File: src/design/ers_pkg.sv
// Package for the emission rate burst scheduler: command codes, register
// indexes, field widths and constants. No dependencies.
package ers_pkg;
	localparam logic [2:0] CMD_TICK    = 3'd0;
	localparam logic [2:0] CMD_PLAY    = 3'd1;
	localparam logic [2:0] CMD_PAUSE   = 3'd2;
	localparam logic [2:0] CMD_STOP    = 3'd3;
	localparam logic [2:0] CMD_CLEAR   = 3'd4;
	localparam logic [2:0] CMD_EMIT    = 3'd5;
	localparam logic [2:0] CMD_CONSUME = 3'd6;
	localparam logic [2:0] CMD_ADVANCE = 3'd7;

	localparam logic [2:0] REG_RATE     = 3'd0;
	localparam logic [2:0] REG_DURATION = 3'd1;
	localparam logic [2:0] REG_BTIME    = 3'd2;
	localparam logic [2:0] REG_BCOUNT   = 3'd3;
	localparam logic [2:0] REG_MAXP     = 3'd4;
	localparam logic [2:0] REG_LOOPING  = 3'd5;
	localparam logic [2:0] REG_AWAKE    = 3'd6;

	localparam logic [17:0] MAX_CAP      = 18'd200000;
	localparam logic [31:0] MIN_DURATION = 32'd7;
	localparam logic [29:0] SEQ_MASK     = 30'h3fffffff;

	// packed item layouts, first field highest
	typedef struct packed {
		logic        clear_on_stop;
		logic [19:0] count;
		logic [31:0] delta_time;
		logic [2:0]  command;
	} in_item_t;

	typedef struct packed {
		logic [18:0] emitted_now;
		logic        is_paused;
		logic        is_playing;
		logic [29:0] sequence_number;
		logic [17:0] ring_index;
		logic [31:0] pending_delta;
		logic        clear_flag;
		logic [17:0] live_estimate;
		logic [17:0] pending_emit;
	} out_item_t;
endpackage

File: src/design/emission_rate_burst_scheduler.sv
// Emission rate burst scheduler for a particle emitter.
// Sequencing: most commands go straight to the output load step; a tick that
// moves time runs 16 two-bit multiply steps, the burst check and a finish step,
// with 33 restoring modulo steps before finish when it wraps; advance runs those.
// Throughput: one item at a time; the next item is taken once the sequencer idles;
// a result waiting in the output register stalls only the final load step.
// Reset: arst_n clears all state and loads register reset values.
module emission_rate_burst_scheduler
	import ers_pkg::*;
(
	input  logic         clk,
	input  logic         arst_n,
	input  logic         s_tvalid,
	output logic         s_tready,
	// command[2:0], delta_time[34:3], count[54:35], clear_on_stop[55]
	input  logic [55:0]  s_tdata,
	output logic         m_tvalid,
	input  logic         m_tready,
	// pending_emit[17:0], live_estimate[35:18], clear_flag[36],
	// pending_delta[68:37], ring_index[86:69], sequence_number[116:87],
	// is_playing[117], is_paused[118], emitted_now[137:119]
	output logic [143:0] m_tdata,
	input  logic         cfg_valid,
	output logic         cfg_ready,
	input  logic [2:0]   cfg_index,
	input  logic [31:0]  cfg_data
);
	localparam logic [2:0] ST_IDLE = 3'd0;
	localparam logic [2:0] ST_MUL  = 3'd1;
	localparam logic [2:0] ST_BST  = 3'd2;
	localparam logic [2:0] ST_MOD  = 3'd3;
	localparam logic [2:0] ST_FIN  = 3'd4;
	localparam logic [2:0] ST_OUT  = 3'd5;

	in_item_t  in_w;
	out_item_t res_q;
	assign in_w = in_item_t'(s_tdata);
	assign m_tdata = {6'd0, res_q};

	// configuration
	logic [31:0] rate_q, dur_q, btime_q;
	logic [19:0] bcount_q;
	logic [17:0] maxp_q;
	logic        loop_q, awake_q;
	// state
	logic [31:0] ptime_q, udelta_q;
	logic [31:0] racc_q;
	logic        play_q, pause_q, bdone_q, clr_q;
	logic [17:0] pend_q, live_q, cursor_q;
	logic [29:0] serial_q;
	// sequencer
	logic [2:0]  st_q;
	logic [5:0]  cnt_q;
	logic        mvalid_q;
	logic        adv_q;
	logic        cons_q;
	logic [31:0] step_q;
	logic [63:0] prod_q;
	logic [32:0] now_q;
	logic [32:0] rem_q;
	logic [32:0] dvd_q;
	logic [18:0] got_q;

	// configuration takes the idle slot first
	assign s_tready  = (st_q == ST_IDLE) && !cfg_valid;
	assign cfg_ready = (st_q == ST_IDLE) && !mvalid_q;
	assign m_tvalid  = mvalid_q;

	// emit helper: saturating add of accepted count
	function automatic logic [17:0] sat_add(input logic [17:0] a, input logic [17:0] b,
		input logic [17:0] m);
		logic [18:0] s;
		begin
			s = {1'b0, a} + {1'b0, b};
			sat_add = (s > {1'b0, m}) ? m : s[17:0];
		end
	endfunction

	function automatic logic [17:0] accept_n(input logic [32:0] n, input logic [17:0] m);
		accept_n = (n < {15'd0, m}) ? n[17:0] : m;
	endfunction

	// shared subtract unit for the restoring modulo
	logic [33:0] rem_sh;
	logic [33:0] dif;
	logic [33:0] divisor;
	assign divisor = adv_q ? {16'd0, maxp_q} : {2'd0, dur_q};
	assign rem_sh  = {rem_q, dvd_q[32]};
	assign dif     = rem_sh - divisor;

	// multiply step: two bits of step per cycle
	logic [33:0] pp;
	assign pp = {2'd0, rate_q} * {32'd0, step_q[1:0]};

	logic [32:0] low_w;
	logic [32:0] whole_w;
	logic [17:0] acc_w;
	logic [32:0] prev_w;
	assign low_w   = {1'b0, racc_q} + {1'b0, prod_q[31:0]};
	assign whole_w = {1'b0, prod_q[63:32]} + {32'd0, low_w[32]};
	assign acc_w   = accept_n(whole_w, maxp_q);
	assign prev_w  = {1'b0, ptime_q};

	logic [32:0] ud_sum;
	assign ud_sum = {1'b0, udelta_q} + {1'b0, in_w.delta_time};
	logic awake_w;
	assign awake_w = awake_q && !play_q && !pause_q && (ptime_q == 32'd0);
	logic [17:0] emit_acc;
	assign emit_acc = accept_n({13'd0, in_w.count}, maxp_q);
	logic [17:0] mclamp;
	assign mclamp = (cfg_data[17:0] == 18'd0) ? 18'd1 :
		(cfg_data[17:0] > MAX_CAP) ? MAX_CAP : cfg_data[17:0];

	// which commands need the iterative unit
	logic tick_go, adv_go;
	assign tick_go = (in_w.command == CMD_TICK) && (play_q || awake_w) && !pause_q
		&& !in_w.delta_time[31] && (in_w.delta_time != 32'd0);
	assign adv_go  = (in_w.command == CMD_ADVANCE) && (in_w.count != 20'd0);

	always_ff @(posedge clk or negedge arst_n) begin
		if (!arst_n) begin
			rate_q <= '0; dur_q <= 32'd327680; btime_q <= '0; bcount_q <= '0;
			maxp_q <= 18'd1000; loop_q <= 1'b1; awake_q <= 1'b1;
			ptime_q <= '0; udelta_q <= '0; racc_q <= '0;
			play_q <= 1'b0; pause_q <= 1'b0; bdone_q <= 1'b0; clr_q <= 1'b0;
			pend_q <= '0; live_q <= '0; cursor_q <= '0; serial_q <= '0;
			st_q <= ST_IDLE; cnt_q <= '0; mvalid_q <= 1'b0; adv_q <= 1'b0;
			step_q <= '0; prod_q <= '0; now_q <= '0; rem_q <= '0; dvd_q <= '0;
			got_q <= '0; res_q <= '0;
		end else begin
			unique case (st_q)
				ST_IDLE: begin
					// configuration write
					if (cfg_valid && cfg_ready) begin
						unique case (cfg_index)
							REG_RATE:     rate_q <= cfg_data;
							REG_DURATION: dur_q <= (cfg_data < MIN_DURATION) ? MIN_DURATION : cfg_data;
							REG_BTIME:    btime_q <= cfg_data;
							REG_BCOUNT:   bcount_q <= cfg_data[19:0];
							REG_MAXP: begin
								maxp_q <= mclamp;
								if (live_q > mclamp) live_q <= mclamp;
							end
							REG_LOOPING:  loop_q <= cfg_data[0];
							REG_AWAKE:    awake_q <= cfg_data[0];
							default: ;
						endcase
					end
					if (s_tvalid && s_tready) begin
						got_q <= ((in_w.command == CMD_EMIT) && (in_w.count != 20'd0)) ?
							{1'b0, emit_acc} : '0;
						adv_q <= adv_go;
						st_q  <= tick_go ? ST_MUL : (adv_go ? ST_MOD : ST_OUT);
						unique case (in_w.command)
							CMD_TICK: begin
								if (awake_w) begin
									play_q <= 1'b1; pause_q <= 1'b0;
								end
								if (tick_go) begin
									step_q   <= in_w.delta_time;
									udelta_q <= ud_sum[32] ? 32'hffffffff : ud_sum[31:0];
									now_q    <= prev_w + {1'b0, in_w.delta_time};
									prod_q   <= '0;
									cnt_q    <= '0;
								end
							end
							CMD_PLAY:  begin play_q <= 1'b1; pause_q <= 1'b0; end
							CMD_PAUSE: begin play_q <= 1'b0; pause_q <= 1'b1; end
							CMD_STOP: begin
								play_q <= 1'b0; pause_q <= 1'b0; ptime_q <= '0;
								racc_q <= '0; udelta_q <= '0; bdone_q <= 1'b0;
								if (in_w.clear_on_stop) begin
									live_q <= '0; clr_q <= 1'b1; pend_q <= '0;
									cursor_q <= '0; serial_q <= '0;
								end
							end
							CMD_CLEAR: begin
								live_q <= '0; clr_q <= 1'b1; pend_q <= '0;
								cursor_q <= '0; serial_q <= '0;
							end
							CMD_EMIT: begin
								if (in_w.count != 20'd0) begin
									pend_q <= sat_add(pend_q, emit_acc, maxp_q);
									live_q <= sat_add(live_q, emit_acc, maxp_q);
								end
							end
							// zeroed as the result is loaded
							CMD_CONSUME: ;
							CMD_ADVANCE: begin
								if (adv_go) begin
									serial_q <= (serial_q + {10'd0, in_w.count}) & SEQ_MASK;
									dvd_q <= {15'd0, cursor_q} + {13'd0, in_w.count};
									rem_q <= '0;
									cnt_q <= 6'd0;
								end
							end
							default: ;
						endcase
					end
				end
				// rate product, two bits per cycle, LSB first
				ST_MUL: begin
					prod_q <= {pp + {2'd0, prod_q[63:32]}, prod_q[31:2]};
					step_q <= {2'd0, step_q[31:2]};
					cnt_q  <= cnt_q + 6'd1;
					if (cnt_q == 6'd15) st_q <= ST_BST;
				end
				// accumulate whole part, then burst check and end-of-duration handling
				ST_BST: begin : bst
					logic [17:0] p1, l1, p2, l2, a2;
					logic [18:0] g;
					logic        bd;
					p1 = pend_q; l1 = live_q; g = '0; bd = bdone_q;
					if (rate_q != 32'd0) begin
						racc_q <= low_w[31:0];
						if (whole_w != 33'd0) begin
							p1 = sat_add(p1, acc_w, maxp_q);
							l1 = sat_add(l1, acc_w, maxp_q);
							g  = {1'b0, acc_w};
						end
					end
					p2 = p1; l2 = l1;
					a2 = accept_n({13'd0, bcount_q}, maxp_q);
					if (bcount_q != 20'd0 && !bdone_q && prev_w <= {1'b0, btime_q}
						&& now_q >= {1'b0, btime_q}) begin
						p2 = sat_add(p1, a2, maxp_q);
						l2 = sat_add(l1, a2, maxp_q);
						g  = g + {1'b0, a2};
						bd = 1'b1;
					end
					pend_q <= p2; live_q <= l2; got_q <= g;
					if (now_q >= {1'b0, dur_q}) begin
						if (loop_q) begin
							bd = 1'b0;
							dvd_q <= now_q; rem_q <= '0; cnt_q <= '0;
							st_q <= ST_MOD;
						end else begin
							play_q <= 1'b0;
							ptime_q <= now_q[32] ? 32'hffffffff : now_q[31:0];
							st_q <= ST_FIN;
						end
					end else begin
						ptime_q <= now_q[31:0];
						st_q <= ST_FIN;
					end
					bdone_q <= bd;
				end
				// restoring modulo, one bit per cycle
				ST_MOD: begin
					rem_q <= dif[33] ? rem_sh[32:0] : dif[32:0];
					dvd_q <= {dvd_q[31:0], 1'b0};
					cnt_q <= cnt_q + 6'd1;
					if (cnt_q == 6'd32) begin
						if (adv_q) cursor_q <= dif[33] ? rem_sh[17:0] : dif[17:0];
						else ptime_q <= dif[33] ? rem_sh[31:0] : dif[31:0];
						st_q <= ST_FIN;
					end
				end
				ST_FIN: st_q <= ST_OUT;
				// load result once the output register is free
				ST_OUT: begin
					if (!mvalid_q || m_tready) begin
						res_q.pending_emit    <= pend_q;
						res_q.live_estimate   <= live_q;
						res_q.clear_flag      <= clr_q;
						res_q.pending_delta   <= udelta_q;
						res_q.ring_index      <= cursor_q;
						res_q.sequence_number <= serial_q;
						res_q.is_playing      <= play_q;
						res_q.is_paused       <= pause_q;
						res_q.emitted_now     <= got_q;
						// consume reports the values before zeroing
						if (cons_q) begin
							pend_q <= '0; udelta_q <= '0; clr_q <= 1'b0;
						end
						st_q <= ST_IDLE;
					end
				end
				default: st_q <= ST_IDLE;
			endcase
			// output valid
			if (st_q == ST_OUT && (!mvalid_q || m_tready)) mvalid_q <= 1'b1;
			else if (m_tready) mvalid_q <= 1'b0;
		end
	end

	always_ff @(posedge clk or negedge arst_n) begin
		if (!arst_n) cons_q <= 1'b0;
		else if (s_tvalid && s_tready) cons_q <= (in_w.command == CMD_CONSUME);
	end

	// assertions
	a_out_hold: assert property (@(posedge clk) disable iff (!arst_n)
		m_tvalid && !m_tready |=> m_tvalid && $stable(m_tdata))
		else $error("result changed while waiting");
	a_live_cap: assert property (@(posedge clk) disable iff (!arst_n)
		live_q <= maxp_q) else $error("live count above capacity");
	a_pend_cap: assert property (@(posedge clk) disable iff (!arst_n)
		pend_q <= MAX_CAP) else $error("pending count above limit");
	a_busy: assert property (@(posedge clk) disable iff (!arst_n)
		(st_q != ST_IDLE) |-> !s_tready && !cfg_ready) else $error("ready while busy");
endmodule
File: config.mk
export PLATFORM = sky130hd
export DESIGN_NAME = emission_rate_burst_scheduler
export DESIGN_NICKNAME = d
export VERILOG_FILES = /design/src/design/ers_pkg.sv /design/src/design/emission_rate_burst_scheduler.sv
export SDC_FILE = /design/constraint.sdc
export NUM_CORES = 2
export LEC_CHECK = 0
export BUFFER_PORTS_ARGS = -buffer_cell sky130_fd_sc_hd__buf_2
export CAP_MARGIN = 15
export CORE_MARGIN = 2
export CORE_UTILIZATION = 65
export CTS_CLUSTER_SIZE = 28
export DETAILED_ROUTE_END_ITERATION = 10
export GPL_TIMING_DRIVEN = 0
export PLACE_DENSITY = 0.84
export SETUP_SLACK_MARGIN = 0.05
export SLEW_MARGIN = 5
export SYNTH_ARGS = -nofsm -noshare
export SYNTH_HDL_FRONTEND = slang
export SYNTH_SLANG_ARGS = --single-unit
File: constraint.sdc
create_clock -name clk -period 36.7 [get_ports clk]
set_input_delay 7.34 -clock clk [delete_from_list [all_inputs] [get_ports clk]]
set_output_delay 7.34 -clock clk [all_outputs]
set_load 0.03 [all_outputs]
# ---- Yosys cells after proc, flatten, opt, wreduce, memory -nomap -nowiden
# Index checks and enable logic that the tools add are counted.
dict set report totals {
  regBits 684
  latchBits 0
  mem_bits_rw 0
  romBits 0
  input_bits 96
  output_inout_bits 147
  word_cells 322
  memories 0
}
dict set report op_classes {
  add_sub_neg 16
  mul 1
  div_mod_pow 0
  magnitude_cmp 15
  eq_ne 50
  shift 0
  mux 129
  bitwise 0
  reduce_logical 73
}
# operator n
set op_table {}
lappend op_table {{18-bit 2-to-1 mux} 37}
lappend op_table {{32-bit 2-to-1 mux} 19}
lappend op_table {{33-bit 2-to-1 mux} 11}
lappend op_table {{32-bit one-hot mux with 2 select lines} 4}
lappend op_table {{33-bit one-hot mux with 3 select lines} 2}
lappend op_table {{64-bit 2-to-1 mux} 3}
lappend op_table {{18-bit one-hot mux with 3 select lines} 3}
lappend op_table {{64-bit one-hot mux with 2 select lines} 1}
lappend op_table {{18-bit by 18-bit adder with 19-bit output} 6}
lappend op_table {{19-bit by 18-bit > comparator with 1-bit output} 6}
lappend op_table {{18-bit one-hot mux with 2 select lines} 3}
lappend op_table {{32-bit by 32-bit adder with 33-bit output} 3}
lappend op_table {{32-bit one-hot mux with 3 select lines} 1}
lappend op_table {{30-bit one-hot mux with 3 select lines} 1}
lappend op_table {{33-bit by 32-bit greater-or-equal comparator with 1-bit output} 2}
lappend op_table {{32-bit nonzero test} 2}
lappend op_table {{30-bit 2-to-1 mux} 2}
lappend op_table {{19-bit 2-to-1 mux} 3}
lappend op_table {{20-bit by 18-bit less-than comparator with 1-bit output} 2}
lappend op_table {{20-bit nonzero test} 2}
lappend op_table {{19-bit one-hot mux with 2 select lines} 1}
lappend op_table {{6-bit AND reduction} 6}
lappend op_table {{34-bit by 32-bit adder with 34-bit output} 1}
lappend op_table {{32-bit by 2-bit multiplier with 34-bit output} 1}
lappend op_table {{other kinds (45)} 162}

# ---- Logic depth before layout (Yosys ltp)
dict set report logic_depth {
  depth_word 15
  ltp_mapped 69
  mapped_depth_nobuf 65
}

# ---- Worst setup path before layout
# No wires, ideal clock.
dict set report synth_path {
  path_type {input port to output port}
  start {in cfg_valid}
  end {out s_tready}
  arrival_ns 7.803
  required_ns 29.360
  path_slack_ns 21.557
  path_stages 1
  path_buffers 0
  path_cell_list {nor2_1}
}
dict set report synth_via {
  elab_chain_cells 2
}
# element line_no
set synth_lines {}
lappend synth_lines {{start, declared} emission_rate_burst_scheduler.sv:23} ;# input logic cfg_valid,
lappend synth_lines {{1-bit logical NOT} emission_rate_burst_scheduler.sv:65} ;# assign s_tready = (st_q == ST_IDLE) && !cfg_valid;
lappend synth_lines {{1-bit logical AND} emission_rate_burst_scheduler.sv:65}
lappend synth_lines {{end, declared} emission_rate_burst_scheduler.sv:14} ;# output logic s_tready,
# No other way between the ends.

# ---- Final worst setup path
dict set report layout_path {
  start {reg prod_q[0]}
  end {reg live_q[16]}
}
dict set report layout_via {
  elab_chain_cells 15
  word_cells_on_any_way 16
  cone_classes {add/sub: 4; order compare: 3; mux: 8; reduce/logical: 1}
}
# element line_no
set layout_lines {}
lappend layout_lines {{start, declared} emission_rate_burst_scheduler.sv:58} ;# logic [63:0] prod_q;
lappend layout_lines {{start signal, assigned} emission_rate_burst_scheduler.sv:203} ;# prod_q <= {pp + {2'd0, prod_q[63:32]}, prod_q[31:2]};
lappend layout_lines {{32-bit by 32-bit adder with 33-bit output *} emission_rate_burst_scheduler.sv:99} ;# assign low_w = {1'b0, racc_q} + {1'b0, prod_q[31:0]};
lappend layout_lines {{32-bit by 1-bit adder with 33-bit output *} emission_rate_burst_scheduler.sv:100} ;# assign whole_w = {1'b0, prod_q[63:32]} + {32'd0, low_w[32]};
lappend layout_lines {{33-bit by 18-bit less-than comparator with 1-bit output} emission_rate_burst_scheduler.sv:80} ;# accept_n = (n < {15'd0, m}) ? n[17:0] : m;
lappend layout_lines {{18-bit 2-to-1 mux} emission_rate_burst_scheduler.sv:80}
lappend layout_lines {{18-bit by 18-bit adder with 19-bit output} emission_rate_burst_scheduler.sv:74} ;# s = {1'b0, a} + {1'b0, b};
lappend layout_lines {{19-bit by 18-bit > comparator with 1-bit output} emission_rate_burst_scheduler.sv:75} ;# sat_add = (s > {1'b0, m}) ? m : s[17:0];
lappend layout_lines {{18-bit 2-to-1 mux} emission_rate_burst_scheduler.sv:75}
lappend layout_lines {{18-bit 2-to-1 mux *} emission_rate_burst_scheduler.sv:216} ;# if (whole_w != 33'd0) begin
lappend layout_lines {{18-bit 2-to-1 mux *} emission_rate_burst_scheduler.sv:214} ;# if (rate_q != 32'd0) begin
lappend layout_lines {{18-bit 2-to-1 mux *} emission_rate_burst_scheduler.sv:131} ;# unique case (st_q)
lappend layout_lines {{18-bit by 18-bit adder with 19-bit output} emission_rate_burst_scheduler.sv:74}
lappend layout_lines {{19-bit by 18-bit > comparator with 1-bit output} emission_rate_burst_scheduler.sv:75}
lappend layout_lines {{18-bit 2-to-1 mux} emission_rate_burst_scheduler.sv:75}
lappend layout_lines {{18-bit 2-to-1 mux *} emission_rate_burst_scheduler.sv:224} ;# if (bcount_q != 20'd0 && !bdone_q && prev_w <= {1'b0, btime_q}
lappend layout_lines {{18-bit one-hot mux with 2 select lines *} emission_rate_burst_scheduler.sv:131}
lappend layout_lines {{end signal, assigned} emission_rate_burst_scheduler.sv:142} ;# if (live_q > mclamp) live_q <= mclamp;
lappend layout_lines {{end signal, assigned} emission_rate_burst_scheduler.sv:184} ;# live_q <= sat_add(live_q, emit_acc, maxp_q);
lappend layout_lines {{end signal, assigned} emission_rate_burst_scheduler.sv:231} ;# pend_q <= p2; live_q <= l2; got_q <= g;
lappend layout_lines {{end, declared} emission_rate_burst_scheduler.sv:49} ;# logic [17:0] pend_q, live_q, cursor_q;
# Every way passes the cells marked *; elsewhere a longest branch is shown, timed or not. The select of a mux whose other input is x is not followed.
# A chain may end at the register's enable or synchronous reset.

==> flow_summary.ini <==
[sta]
slew_violations = 0
fmax_mhz = 57.5
fin_worst_skew_ps = 40.2
timing.slew.headroom = 0.126
setup_viol = 0
fin_ws_ps = 19300
grt_setup_unrepaired = no
period_minus_slack_ps = 17400
finalHoldViolCount = 0
finalSetupTns_ps = 0
fin_crit_sh = 0.474
worstMarginPinSlew_ps = 1310

[outcome]
outcome = complete, no violations

[clock_network]
numCtsBuffers = 77
clk_pin_slew_ps = 60
cts_tree = built
clockBufferDepth = 3
post_cts_buffers = 0
cts_root_buffer = clkbuf_16
clk_latency_ps = 680
cts_hold_buf = 0
htree_num_levels = 3
cts-resized-gates = 0
clock-sinks = 684

[floorplanning]
dieHeight_um = 292
die_area_um2 = 85500
fp.dieW_um = 292
start_util = 0.658
rows = 105
num_io_pins = 243
coreArea_um2 = 82200

[grt]
grt.overflow.total = 0
grt_pass1_vias = 50300
gr-usage-all-layers = 0.476
grt_pass1_wl_mm = 307
grt_max_degree = 117
antenna_found_initial = 12

[synth]
yosysSeqAreaShare = 0.317
synth.avg_cell_area_um2 = 8.64
yosysMostFrequentCell = nand2_1
synth.distinct_cells = 91
postSynthCellCount = 6262
ys.flop_type = dfrtp_1
synth_edf_count = 0
synthArstFlopShare = 1.00
synth_top_area_frac = 0.312
synth-seq-cells = 684
synth_top_cells_by_count = 1037 x nand2_1, 674 x dfrtp_1, 603 x ha_1, 515 x o21ai_0, 371 x nor2_1
yosys_warnings = 0
synth_area_um2 = 54100
synth.area.top_cells = dfrtp_1 31%, ha_1 14%, nand2_1 7.2%
yosysTopAreaCell = dfrtp_1

[worst_setup_path]
crit_cells = 65
crit_family = compound AO/OA/AOI/OAI gates
crit_arrival_ps = 17950
crit_required_ps = 37260
ff2ff_path_depth = 65
r2r_start = prod_q[0]
path_max_fanout = 10
slowest_delay_ps = 590
path_common_cell = ha_1
worst_path_max_delay_cell = clkinv_1
start_kind = register
crit_start = prod_q[0]
crit_buf_inv = 8
worst-setup-path-type = register to register
endpoint_kind = register

[place]
portBuffers = 231
dp_cells = 7578
pre_cts_slack_ps = 19850
globalplace.congestion = 1.09
dp_hpwl_mm = 157

[route]
route.detailed.drc = 0
wirelength_mm = 207
wl_per_cell_um = 26.8
first_pass_iters = 9
vias_per_cell = 6.86
initialDrtViolationCount = 6555
dr_total_vias = 53000
drtAntennaViolNets = 0

[pwr]
combPwrFrac = 0.185
p_int_mw = 1.33
p_leak_nw = 29.8
p_sw_mw = 0.619
p_sw_frac = 0.317
power_density_nw_per_um2 = 32.8
ir_worst_vdd_mv = 0.0400
pwr-share-clk = 0.407
sequentialPowerShare = 0.408
p_total_mw = 1.95

[finish]
nets = 7333
final_cells = 7729
area_delta_synth_final_pct = 9.84
drive_above_1_share = 0.0960
fin_util = 0.722

[worst_hold_path]
min_path_cells = 2
hp-class = register to register
hp-start = m_tdata[28]

[flow_run]
maxCapViolCount = 0
metrics by stage:
| step | hold WS (ps) | instance area [µm²] |
|---|---|---|
| 6_report | 467 | 59400 |
| 5_1_grt | 483 | 59400 |
| 4_1_cts | 471 | 59400 |
| 3_5_place_dp | 457 | 56800 |
| 3_3_place_gp | 454 | 56600 |
| 2_1_floorplan | 439 | 54100 |
cell families (layout without fill, tap and decap cells):
family | Yosys count | after routing | share of synthesized area
adder cells (fa/ha/maj) | 648 | 648 | 0.156
other | 1 | 16 | 0.0000693
AND/OR/NAND/NOR | 2033 | 2033 | 0.168
multiplexers | 328 | 328 | 0.0652
buffers and inverters | 549 | 931 | 0.0390
XOR/XNOR | 281 | 281 | 0.0455
flip-flops | 684 | 684 | 0.317
AO/OA/AOI/OAI | 1738 | 1738 | 0.209
state kept, by name (all words and copies together) (netlist names), 33 cells and up:
register and count:
dvd_q 33, now_q 33, m_tdata 138, prod_q 64, rem_q 33
routing by layer:
layer	routed length [µm]	global-route usage
met5	139	0.00624
met4	19600	0.371
met3	24500	0.128
met2	87300	0.705
met1	75500	0.590
layout make-up:
cell class                      instances  area [µm²]
Antenna cell                           10        25.0
Buffer                                258        1020
Clock buffer                          100        2140
Clock inverter                         39         383
Fill cell                            6349       22800
Inverter                              291        1090
Multi-Input combinational cell       5034       34900
Sequential cell                       684       17100
Tap cell                             1070        1340
Timing Repair Buffer                  243        1390
power groups by stage:
stage / logic (mW) / registers (mW) / clock network, mW
after floorplan: 0.211 / 0.802 / 0
final: 0.360 / 0.797 / 0.794
after global routing: 0.378 / 0.798 / 0.822
after global placement: 0.334 / 0.809 / 0
after CTS: 0.346 / 0.795 / 0.791
after detailed placement: 0.345 / 0.809 / 0
worst paths after layout:
| check | to | slack, ps |
|---|---|---|
| setup / recovery | live_q[16] | 19300 |
| hold / removal | m_tdata[28] | 470 |
| setup reg to reg | live_q[16] | 19300 |
| hold reg to reg | m_tdata[28] | 470 |
| max in group asynchronous | dur_q[16] | 27650 |
| min in group asynchronous | racc_q[16] | 6580 |
worst reg2reg max path: cells and delay by family, from the launching register on:
kind            cells  cell delay (ps)
compound gates     27             7230
fa+ha+maj          10             2750
simple gates       14             2730
buf+inv             8             2290
mux                 4             1150
xor+xnor            2              800
flops               1              360
cells in the final DEF, fill, tap and decap left out, drive strengths merged, types with 103 or more instances in the layout:
cell       n
xor2     107
nand3    103
xnor2    174
clkbuf   327
nand2   1038
mux2i    143
a21o     169
ha       603
dfrtp    674
inv      294
mux2     185
o21ai    526
buf      274
a21oi    356
nor2     371
(Power assumes the default switching activity.)
